File: src/sv/tlc_pkg.sv
// Package: sizes, request and outcome codes, entry and control types for the lookup cache.
package tlc_pkg;

   localparam int unsigned FIRST_DEPTH  = 1024;
   localparam int unsigned SECOND_DEPTH = 512;
   localparam int unsigned ENTRY_BYTES  = 16;

   localparam int unsigned FIRST_AW  = (FIRST_DEPTH > 1) ? $clog2(FIRST_DEPTH) : 1;
   localparam int unsigned SECOND_AW = (SECOND_DEPTH > 1) ? $clog2(SECOND_DEPTH) : 1;

   // clearing pass covers the deeper of the two levels
   localparam int unsigned CLR_LEN = (FIRST_DEPTH > SECOND_DEPTH) ? FIRST_DEPTH : SECOND_DEPTH;
   localparam int unsigned CLR_AW  = $clog2(CLR_LEN);

   // request codes
   localparam logic [2:0] REQ_LOOKUP    = 3'd0;
   localparam logic [2:0] REQ_PROBE     = 3'd1;
   localparam logic [2:0] REQ_FILL      = 3'd2;
   localparam logic [2:0] REQ_FLUSH_KEY = 3'd3;
   localparam logic [2:0] REQ_FLUSH_ALL = 3'd4;
   localparam logic [2:0] REQ_CLEAR_CNT = 3'd5;

   // outcome codes
   localparam logic [1:0] OUT_FIRST_HIT  = 2'd0;
   localparam logic [1:0] OUT_SECOND_HIT = 2'd1;
   localparam logic [1:0] OUT_MISS       = 2'd2;
   localparam logic [1:0] OUT_NONE       = 2'd3;

   typedef struct packed {
      logic        valid;
      logic [31:0] cls;
      logic [31:0] sel;
      logic [31:0] res;
   } tlc_entry_type;

   typedef struct packed {
      logic              rd_en;
      logic              exec_en;
      logic              clr_en;
      logic [CLR_AW-1:0] clr_addr;
   } tlc_cmd_type;

   typedef struct packed {
      logic is_flush_all;
   } tlc_status_type;

   // first-level index: (class xor selector) per entry, modulo the depth
   function automatic logic [FIRST_AW-1:0] first_index(input logic [31:0] c,
                                                      input logic [31:0] k);
      logic [31:0] hash;
      hash = (c ^ k) / ENTRY_BYTES;
      return FIRST_AW'(hash % FIRST_DEPTH);
   endfunction

   // second-level index: first-level index modulo its own depth
   function automatic logic [SECOND_AW-1:0] second_index(input logic [FIRST_AW-1:0] pi);
      logic [31:0] w;
      w = 32'(pi);
      return SECOND_AW'(w % SECOND_DEPTH);
   endfunction

endpackage

File: src/sv/tlc_controller.sv
// Controller: sequences accept, execute and the clearing pass, and owns the response valid.
module tlc_controller import tlc_pkg::*; (
   input  logic           clock,
   input  logic           reset,
   input  logic           req_valid,
   output logic           req_ready,
   output logic           rsp_valid,
   input  logic           rsp_ready,
   output tlc_cmd_type    cmd,
   input  tlc_status_type status
);

   localparam logic [1:0] ST_CLEAR = 2'd0;
   localparam logic [1:0] ST_IDLE  = 2'd1;
   localparam logic [1:0] ST_EXEC  = 2'd2;

   logic [1:0]        state_ff, state_in;
   logic [CLR_AW-1:0] clr_ff, clr_in;
   logic              rsp_valid_ff, rsp_valid_in;
   logic              accept, out_free, clr_last;

   assign req_ready = (state_ff == ST_IDLE);
   assign accept    = req_valid && req_ready;
   assign out_free  = !rsp_valid_ff || rsp_ready;
   assign clr_last  = (clr_ff == CLR_AW'(CLR_LEN - 1));

   assign cmd.rd_en    = accept;
   assign cmd.exec_en  = (state_ff == ST_EXEC) && out_free;
   assign cmd.clr_en   = (state_ff == ST_CLEAR);
   assign cmd.clr_addr = clr_ff;

   // next state and clearing pointer
   always_comb begin
      state_in = state_ff;
      clr_in   = clr_ff;
      case (state_ff)
         ST_IDLE: begin
            if (accept) state_in = ST_EXEC;
         end
         ST_EXEC: begin
            if (out_free) begin
               if (status.is_flush_all) begin
                  state_in = ST_CLEAR;
                  clr_in   = '0;
               end else begin
                  state_in = ST_IDLE;
               end
            end
         end
         ST_CLEAR: begin
            if (clr_last) state_in = ST_IDLE;
            else clr_in = clr_ff + CLR_AW'(1);
         end
         default: begin
            state_in = ST_CLEAR;
            clr_in   = '0;
         end
      endcase
   end

   // hold the response until the receiver takes it
   always_comb begin
      if (cmd.exec_en) rsp_valid_in = 1'b1;
      else if (rsp_ready) rsp_valid_in = 1'b0;
      else rsp_valid_in = rsp_valid_ff;
   end

   always_ff @(posedge clock) begin
      if (reset) begin
         state_ff     <= ST_CLEAR;
         clr_ff       <= '0;
         rsp_valid_ff <= 1'b0;
      end else begin
         state_ff     <= state_in;
         clr_ff       <= clr_in;
         rsp_valid_ff <= rsp_valid_in;
      end
   end

   assign rsp_valid = rsp_valid_ff;

endmodule

File: config.mk
export PLATFORM = sky130hd
export DESIGN_NAME = tlc_controller
export DESIGN_NICKNAME = d
export VERILOG_FILES = /design/src/sv/tlc_pkg.sv /design/src/sv/tlc_controller.sv
export SDC_FILE = /design/constraint.sdc
export NUM_CORES = 1
export LEC_CHECK = 0
export ABC_CLOCK_PERIOD_IN_PS = 1800
export BUFFER_PORTS_ARGS = -buffer_cell sky130_fd_sc_hd__buf_2
export CAP_MARGIN = 20
export CORE_UTILIZATION = 45
export CTS_CLUSTER_SIZE = 30
export DETAILED_ROUTE_END_ITERATION = 16
export GPL_TIMING_DRIVEN = 0
export PLACE_DENSITY = 0.7
export REMOVE_ABC_BUFFERS = 1
export SYNTH_ARGS = -nofsm -noshare
export SYNTH_HDL_FRONTEND = slang
export SYNTH_SLANG_ARGS = --single-unit
File: constraint.sdc
create_clock -name clock -period 1.8 [get_ports clock]
set_input_delay 0.09 -clock clock [delete_from_list [all_inputs] [get_ports clock]]
set_output_delay 0.09 -clock clock [all_outputs]
set_load 0.02 [all_outputs]
# Word-level counts from Yosys, hierarchy flattened
# Cells that the tools add are included.
# classes
add_sub_neg	1
n_mul	0
div_mod_pow	0
n_lt_le_gt_ge	0
n_eq_ne	8
shifts	0
n_mux	11
n_bitwise	1
reduce_logical	8
# op_table
operator	count
$mux 10	3
$pmux 10 s3	1
$add 10x1->10 const B	1
$eq 10x10->1 const B	1
$mux 2	3
$ne 2x2->1 const B	3
$pmux 2 s3	1
$ne 2x1->1 const B	2
$reduce_and 4->1	1
$mux 1	3
$reduce_and 3->1	1
$eq 2x1->1 const B	1
$eq 2x2->1 const B	1
$logic_and 1x1->1	2
$logic_not 2->1	1
$reduce_bool 2->1	1
$logic_not 1->1	1
$logic_or 1x1->1	1
$not 1->1	1
# totals
ff_bits	13
latchBits	0
ram_bits	0
mem_bits_ro	0
in_bits	5
word_cells	32
mem_count	0

# Depth between registers and ports, before layout
# Gate-level depths: netlist (run 1).
# logic_depth
word_depth	4
ltp_mapped	6
ltp_nobuf	5

# Least setup slack after synthesis (run 1)
# OpenSTA, ideal clock, no wires.
# synth_timing
path_type	register to register
from	register clr_ff[0]
to	register clr_ff[5]
arrival_time_ns	1.705
required_time_ns	1.712
setup_slack_ns	0.007
path_stages_with_launch	6
period_less_slack_ns	1.793
cell_sequence	dfxtp_1 -> ha_1 -> nand4_1 -> or4_1 -> nor3b_4 -> a311oi_2
# synth_via
elab_chain_cells	3
word_cells_on_any_way	6
classes_between	add/sub: 1; eq/ne: 2; mux: 2; reduce/logical: 1
# synth_rtl
element	line_no	rtl
from (decl)	tlc_controller.sv:18	logic [CLR_AW-1:0] clr_ff, clr_in;
from (signal assigned)	tlc_controller.sv:75	clr_ff <= clr_in;
$add 10x1->10 or $eq 10x10->1 (tied branches)	tlc_controller.sv:52, tlc_controller.sv:25	
$mux 10 or $ne 2x2->1 (tied branches)	-	
$pmux 10 s3 or $reduce_and 4->1 (tied branches)	-	
# Several ways; a longest one is shown, not always the timed one. The select of a mux whose other input is x is not followed.
# A chain may end at the register's enable or synchronous reset.

# Worst setup path in the final report (run 1)
# layout_timing
from	register clr_ff[0]
to	register clr_ff[8]
# Same word-level chain as after synthesis.

==> results.yml, run 1 <==
die:
  core_sq_mm: 0.00152
  die_w_um: 42.4
  fp.dieArea_sq_mm: 0.00180
  fp.dieH_um: 42.4
  io_pins: 20
  row_count: 14
  start_util_pct: 48.2
place:
  io_buffers: 19
  dpl.hpwl_um: 1180
  placed_cells: 122
  gp_congestion: 0.775
critical_path:
  path_class: "flip-flop to flip-flop"
  slowest_stage: "or4_1"
  r2r_cells: 5
  cp-start-kind: "flip-flop"
  max_stage_delay_ns: 0.44
  timing.rr.start: "clr_ff[0]"
  crit_arrival_ns: 1.90
  r2r_end: "clr_ff[8]"
  path_cells: "ha_2, nand4_1, or4_1, nor3b_4, a211oi_1"
  required_ns: 1.99
  rrSetupSlack_ns: 0.09
  critPathMaxFanout: 10
  crit_path_end_kind: "flip-flop"
cts:
  cts_hold_buf: 0
  cts_buffer_depth: 2
  ctsHtreeMaxLevel: 1
  numCtsBuffers: 3
  cts_root_buffer: "clkbuf_4"
  post-cts-setup-buffer-count: 0
  clk_pin_slew_worst_paths_ns: 0.08
  cts.sinks: 13
  cts_tree: "done"
  insertion_delay_ns: 0.28
pwr:
  max-vdd-ir-drop_mv: 0.376
  p_per_area_mw_per_mm2: 625
  leakage_uw: 0.000349
timing:
  fin_tns_setup_ns: 0
  skew_ns: 0.00498
  period_needed_ns: 1.71
  slew_headroom_pct: 67.1
  final.period_utilization_pct: 94.7
  slew_violations: 0
  setup_viol: 0
  max_freq_mhz: 587
  tightest_slew_ns: 0.493
  hold_viol: 0
worst_hold_path:
  holdPathEnd: "clr_ff[5]"
  hold_path.class: "input port to flip-flop"
  min-delay-start: "reset"
  holdPathStages: 2
logic_synthesis:
  seq_area_frac_synth_pct: 35.4
  synth-edff-count: 0
  ys_ff_latch: 13
  yosysWarnings: 0
  synth-main-ff-cell: "dfxtp_1"
  ys_async_sr_fraction_pct: 0
  synth.area.top_cells: "dfxtp_1 35%, o21ai_0 4.8%, nand2_1 4.6%"
  postSynthAreaPerCell_sq_um: 7.90
  synth_top_area_share_pct: 35.4
  postSynthCellCount: 93
  synth_most_common_cell: "dfxtp_1"
  synth_cell_types: 29
  yosys-top-cells-count: "13 x dfxtp_1, 9 x nand2_1, 8 x nor2_1"
  syn_area_sq_um: 734
  synth_area_leader_cell: "dfxtp_1"
cells_and_area:
  fill_cells: 157
  area_delta_synth_final_pct: 16.0
  stdcell_count: 126
  drive_above_1_share_pct: 26.4
  fin_nets: 117
  n_antenna_cell: 0
global_route:
  grt_pass1_vias: 572
  grt_start_max_net_pins: 11
  grt_antenna_before_repair: 0
  gr-total-overflow: 0
  grt_usage_pct: 18.3
  grt_pass1_wl_um: 2460
route:
  ant_nets: 0
  routed_wl_um: 1570
  drt_iter0_drc: 16
  drc: 0
  viasPerCell: 5.70
  vias: 718
  drt_pass1_iterations: 4
  post_drt_wl_per_cell_um: 12.5
outcome:
  outcome: "finished, final reports clean"
run:
  maxCapViolCount: 0
## cell families after synthesis
| family | share of synthesized area (%) |
|---|---|
| adders and majority gates | 1.70 |
| buffers and inverters | 6.64 |
| AOI/OAI and AO/OA | 23.7 |
| and+or+nand+nor | 29.8 |
| DFF | 35.4 |
| muxes | 2.73 |
## worst max-delay path: cells and delay by family, from the launching register on
family / cells / cell delay (ns)
flip-flops: 1 / 0.38
AO/OA/AOI/OAI: 1 / 0.24
adder cells (fa/ha/maj): 1 / 0.22
AND/OR/NAND/NOR: 3 / 0.77
## report_power, final
part           switching [uW]  internal (uW)  total (uW)
clock                    99.5           86.2         186
sequential               8.60            294         303
combinational            27.0           16.9        43.9
total                     135            397         532
## worst max path at each step
| stage | from | endpoint | slack [ns] | depth (start not counted) |
|---|---|---|---|---|
| finish | clr_ff[0] | clr_ff[8] | 0.09 | 5 |
| global route | clr_ff[0] | clr_ff[8] | -0.002 | 5 |
| detailed placement | clr_ff[0] | clr_ff[5] | 0.05 | 5 |
| global placement | clr_ff[0] | clr_ff[5] | 0.04 | 5 |
| floorplan | clr_ff[0] | clr_ff[5] | 0.007 | 5 |
| CTS | clr_ff[0] | clr_ff[8] | 0.02 | 5 |
## placed cells by master (no fill, tap or decap), drive strengths merged, types with 4 or more instances in the layout
cell,Yosys,routed
nand2,9,9
a21oi,5,5
dfxtp,13,13
nand3,4,4
buf,2,19
o21ai,7,7
nor3,6,6
clkbuf,4,4
inv,5,5
nor2,8,8
## final cells by class
cell class	count	area, sq um	area share [%]
Timing Repair Buffer	19	95.1	11.2
Sequential cell	13	264	31.0
Inverter	5	18.8	2.20
Tap cell	16	20.0	2.35
Multi-Input combinational cell	69	428	50.2
Clock buffer	4	26.3	3.08
## registers in the layout (all words and copies together), names as in the netlist
name and cells:
state_ff 2, clr_ff 10, rsp_valid 1
## metal layers
metal	track usage, %	up-vias	part of all wire (%)
met2	28.0	16	45
met4	11.3	0	2.6
met5	0	-	0
li1	-	374	-
met3	5.17	5	3.8
met1	22.4	323	48
## what timing repair did
item                       in CTS  in global routing
gates resized for setup         1                  3
setup endpoints to repair       1                  5
gates cloned                    0                  0
## per-stage QoR
| step | util [%] | total power, uW | instance area (sq um) | hold slack (ns) | setup WS [ns] |
|---|---|---|---|---|---|
| 3_3_place_gp | 53.8 | 350 | 820 | 0.379 | 0.0419 |
| 5_1_grt | 55.9 | 551 | 852 | 0.107 | -0.00175 |
| 3_5_place_dp | 53.8 | 352 | 820 | 0.389 | 0.0471 |
| 2_1_floorplan | - | 333 | 704 | 0.158 | 0.00728 |
| 4_1_cts | 55.7 | 540 | 848 | 0.0810 | 0.0169 |
| 6_report | 55.9 | 532 | 852 | 0.0891 | 0.0950 |
Note: power is estimated with default switching activity, not from simulation.
==> run 2: changes to the inputs <==
--- a/config.mk
+++ b/config.mk
@@ -12,6 +12,7 @@
 export CTS_CLUSTER_SIZE = 30
 export DETAILED_ROUTE_END_ITERATION = 16
 export GPL_TIMING_DRIVEN = 0
+export MAX_ROUTING_LAYER = met4
 export PLACE_DENSITY = 0.7
 export REMOVE_ABC_BUFFERS = 1
 export SYNTH_ARGS = -nofsm -noshare
==> run 2 against run 1 <==
Sequential power about the same. Fmax increased by 0.18%. Via count is 2.8% higher. Critical path type unchanged. Highest routed layer unchanged.
==> results.yml, run 2 (synthesized netlist as in run 1, its figures left out) <==
outcome:
  outcome: "finished, final reports clean"
critical_path:
  r2r_cells: 5
  cp-start-kind: "flip-flop"
  rrSetupSlack_ns: 0.1
  startpoint: "clr_ff[0]"
  crit_path_end_kind: "flip-flop"
  critPathMaxFanout: 10
  timing.rr.start: "clr_ff[0]"
  required_ns: 2.00
  r2r_end: "clr_ff[5]"
  path_class: "flip-flop to flip-flop"
  crit_arrival_ns: 1.90
cells_and_area:
  final_cell_mix: "19 x buf_2, 10 x dfxtp_1, 9 x nand2_1"
  top_register: "clr_ff"
  drive_above_1_share_pct: 27.3
  stdcell_count: 126
  n_antenna_cell: 0
  largest_reg_flops: 10
  fin_nets: 117
  layout_commonest_cell: "buf_2"
  area_delta_synth_final_pct: 16.7
  fill_cells: 155
timing:
  period_needed_ns: 1.70
  final.period_utilization_pct: 94.6
  hold_viol: 0
  max_freq_mhz: 588
  worst_slack_ns: 0.0981
  setup_viol: 0
  skew_ns: 0.00369
  tightest_slew_ns: 0.493
  slew_violations: 0
  slew_headroom_pct: 67.1
place:
  pre_cts_slack_ns: 0.0471
  gp_congestion: 0.785
  io_buffers: 19
  dpl.hpwl_um: 1180
  placed_cells: 122
pwr:
  pwr-share-clk_pct: 34.8
  combPwrFrac_pct: 8.3
  power.total_uw: 532
  p_sw_uw: 135
  pwr-share-seq_pct: 56.9
  swShare_pct: 25.4
  p_int_uw: 397
  leakage_uw: 0.000350
  max-vdd-ir-drop_mv: 0.379
  p_per_area_mw_per_mm2: 621
route:
  viasPerCell: 5.86
  drt_pass1_iterations: 4
  drc: 0
  ant_nets: 0
  vias: 738
  routed_wl_um: 1570
  post_drt_wl_per_cell_um: 12.5
  drt_iter0_drc: 19
cts:
  cts_tree: "done"
  numCtsBuffers: 3
  insertion_delay_ns: 0.28
  cts_hold_buf: 0
  ctsHtreeMaxLevel: 1
  post-cts-setup-buffer-count: 0
  cts_root_buffer: "clkbuf_4"
  ctsResizeCount: 1
  cts_buffer_depth: 2
  clk_pin_slew_worst_paths_ns: 0.08
  cts.sinks: 13
worst_hold_path:
  holdPathStages: 4
  hold_path.class: "input port to flip-flop"
  holdPathEnd: "state_ff[0]"
  min-delay-start: "req_valid"
global_route:
  grt_usage_pct: 19.0
  gr-total-overflow: 0
  grt_pass1_wl_um: 2470
  grt_start_max_net_pins: 11
  grt_antenna_before_repair: 0
  grt_pass1_vias: 571
die:
  fp.dieH_um: 42.4
  fp.dieArea_sq_mm: 0.00180
  start_util_pct: 48.2
  io_pins: 20
  row_count: 14
  die_w_um: 42.4
  core_sq_mm: 0.00152
run:
  maxCapViolCount: 0
==> run 2: cell count changes in the layout (fill, tap and decap cells not counted) <==
cell	previous run	this run
a211oi_1	2	1
a211oi_2	0	1
==> run 2: per-layer routing <==
metal,wire (um),share of wire (%),vias to the layer above,GRT usage [%]
met5,0,0,-,-
met4,41,2.6,0,11.3
met3,94,6.0,5,5.17
met2,716,46,22,27.4
met1,718,46,336,23.5
li1,-,-,375,-
==> run 2: worst max path at each step <==
stage,end,slack [ns],cells past startpoint
6_report,clr_ff[5],0.1,5
2_1_floorplan,clr_ff[5],0.007,5
4_1_cts,clr_ff[8],0.02,5
3_5_place_dp,clr_ff[5],0.05,5
5_1_grt,clr_ff[5],-0.0002,5
3_3_place_gp,clr_ff[5],0.04,5
==> run 2: cell type report <==
| type | count | area (sq um) | area share (%) |
|---|---|---|---|
| clock buffers | 4 | 26.3 | 3.07 |
| inverters | 5 | 18.8 | 2.19 |
| multi-input cells | 69 | 433 | 50.5 |
| flip-flops and latches | 13 | 264 | 30.8 |
| well taps | 16 | 20.0 | 2.34 |
| repair buffers | 19 | 95.1 | 11.1 |
==> run 2: metrics by stage <==
stage	cell area (sq um)	setup TNS [ns]	hold slack, ns	util, %
final	857	0	0.0919	56.2
after global routing	857	-0.000178	0.113	56.2
after CTS	848	0	0.0810	55.7
after detailed placement	820	0	0.389	53.8
after global placement	820	0	0.379	53.8
after floorplan	704	0	0.158	-
==> run 2: critical path, stage by stage, from the launching register on <==
cell      delay (ns)
dfxtp_2         0.38
ha_2            0.22
nand4_1         0.11
or4_1           0.44
nor3b_4         0.22
a311oi_2        0.24
==> run 2: power groups by stage <==
stage               clock network (uW)  registers (uW)  logic [uW]
floorplan                            0             315        18.5
global placement                     0             308        42.1
detailed placement                   0             308        43.8
CTS                                194             302        44.5
global route                       198             304        49.1
finish                             185             303        44.1
==> run 3: changes to the inputs <==
--- a/config.mk
+++ b/config.mk
@@ -5,7 +5,6 @@
 export SDC_FILE = /design/constraint.sdc
 export NUM_CORES = 1
 export LEC_CHECK = 0
-export ABC_CLOCK_PERIOD_IN_PS = 1800
 export BUFFER_PORTS_ARGS = -buffer_cell sky130_fd_sc_hd__buf_2
 export CAP_MARGIN = 20
 export CORE_UTILIZATION = 45
@@ -15,6 +14,7 @@
 export MAX_ROUTING_LAYER = met4
 export PLACE_DENSITY = 0.7
 export REMOVE_ABC_BUFFERS = 1
+export SETUP_SLACK_MARGIN = 0.4
 export SYNTH_ARGS = -nofsm -noshare
 export SYNTH_HDL_FRONTEND = slang
 export SYNTH_SLANG_ARGS = --single-unit
==> run 3 against run 2 <==
Core utilization up 6.4 points. Critical path type unchanged. Clock skew about the same. Non-clock buffer count up 6. Sequential share of layout area down 1.1 points. Worst hold slack worse by 0.0047 ns. Worst setup slack better by 0.14 ns. Die area unchanged.
==> results.yml, run 3 (synthesized netlist as in run 1, its figures left out) <==
outcome:
  outcome: "finished, final reports clean"
timing:
  max_freq_mhz: 641
  hold_viol: 0
  tightest_slew_ns: 0.456
  setup_viol: 0
  slew_violations: 0
  final.period_utilization_pct: 86.7
  rsz0062_at_grt: "true"
  period_needed_ns: 1.56
  slew_headroom_pct: 69.5
  skew_ns: 0.00400
  fin_tns_setup_ns: 0
critical_path:
  max_stage_delay_ns: 0.44
  critPathTopFamily: "simple AND/OR/NAND/NOR gates"
  path_class: "flip-flop to flip-flop"
  crit_path_end_kind: "flip-flop"
  cp_num_buf_inv: 0
  critPathMaxFanout: 5
  cp-start-kind: "flip-flop"
  slowest_stage: "or4_4"
  crit_arrival_ns: 1.77
  path_cells: "ha_4, nand4_1, or4_4, nor3b_4, a311oi_2"
  required_ns: 2.00
cells_and_area:
  area_delta_synth_final_pct: 30.0
  top_register: "clr_ff"
  seq_area_sq_um: 284
  final_cell_mix: "19 x buf_2, 9 x nand2_1, 8 x nor2_1"
  largest_reg_flops: 10
  stdcell_count: 133
  drive_above_1_share_pct: 39.3
  fin_nets: 124
  fill_cells: 140
  multi_input_area_sq_um: 468
  layout_commonest_cell: "buf_2"
  n_antenna_cell: 0
cts:
  cts.sinks: 13
  cts_buffer_depth: 2
  numCtsBuffers: 3
  insertion_delay_ns: 0.29
  clk_pin_slew_worst_paths_ns: 0.08
  cts_root_buffer: "clkbuf_4"
  ctsHtreeMaxLevel: 1
  cts_hold_buf: 0
  cts_tree: "done"
place:
  dpl.hpwl_um: 1180
  placed_cells: 122
  gp_congestion: 0.785
  io_buffers: 19
pwr:
  leakage_uw: 0.000391
  max-vdd-ir-drop_mv: 0.414
  p_per_area_mw_per_mm2: 571
route:
  drt_iter0_drc: 14
  ant_nets: 0
  routed_wl_um: 1790
  drc: 0
  post_drt_wl_per_cell_um: 13.5
  vias: 778
  drt_pass1_iterations: 4
  viasPerCell: 5.85
die:
  die_w_um: 42.4
  start_util_pct: 48.2
  fp.dieArea_sq_mm: 0.00180
  row_count: 14
  core_sq_mm: 0.00152
  fp.dieH_um: 42.4
  io_pins: 20
global_route:
  grt_antenna_before_repair: 0
  grt_pass1_vias: 618
  grt_start_max_net_pins: 11
  gr-total-overflow: 0
  grt_usage_pct: 20.7
  grt_pass1_wl_um: 2700
worst_hold_path:
  hold_path.class: "input port to flip-flop"
run:
  maxCapViolCount: 0
run 3: power by group:
part	switching [uW]	internal, uW
clock	101	86.3
sequential	7.22	289
combinational	34.3	27.3
run 3: final cells by class:
class	count	area share [%]
Timing Repair Buffer	25	14.4
Inverter	5	1.97
Multi-Input combinational cell	70	49.0
Tap cell	16	2.10
Sequential cell	13	29.8
Clock buffer	4	2.75
run 3: repair_timing:
item	in CTS	in global routing
pin swaps	2	2
buffers inserted	5	1
resized for setup	22	1
cloned	1	0
endpoints found under the setup margin	12	11
run 3: worst min-delay path, delay by kind of cell:
family,cells,cell delay [ns]
AO/OA/AOI/OAI,2,0.11
buffers and inverters,1,0.08
AND/OR/NAND/NOR,1,0.07
run 3: final timing paths:
path,from,to,slack (ns),cells after the start
worst max-delay path,clr_ff[0],clr_ff[4],0.24,5
worst min-delay path,req_valid,state_ff[0],0.09,4
worst max register to register,clr_ff[0],clr_ff[4],0.24,5
worst min register to register,clr_ff[7],clr_ff[7],0.51,2
run 3: routing by layer:
metal	part of all wire [%]	up-vias	global-route usage (%)	wire, um
met4	2.2	0	11.3	40
met5	0	-	-	0
li1	-	388	-	-
met1	45	360	24.9	809
met3	5.7	4	5.17	103
met2	47	26	31.7	840
run 3: metrics by stage:
stage | hold slack, ns | util (%) | power, uW | setup WS (ns) | cell area, sq um
floorplan | 0.158 | - | 333 | 0.00728 | 704
global placement | 0.379 | 53.8 | 350 | 0.0419 | 820
detailed placement | 0.389 | 53.8 | 352 | 0.0471 | 820
CTS | 0.0740 | 61.8 | 549 | 0.243 | 942
global route | 0.111 | 62.6 | 567 | 0.182 | 955
finish | 0.0872 | 62.6 | 545 | 0.239 | 955
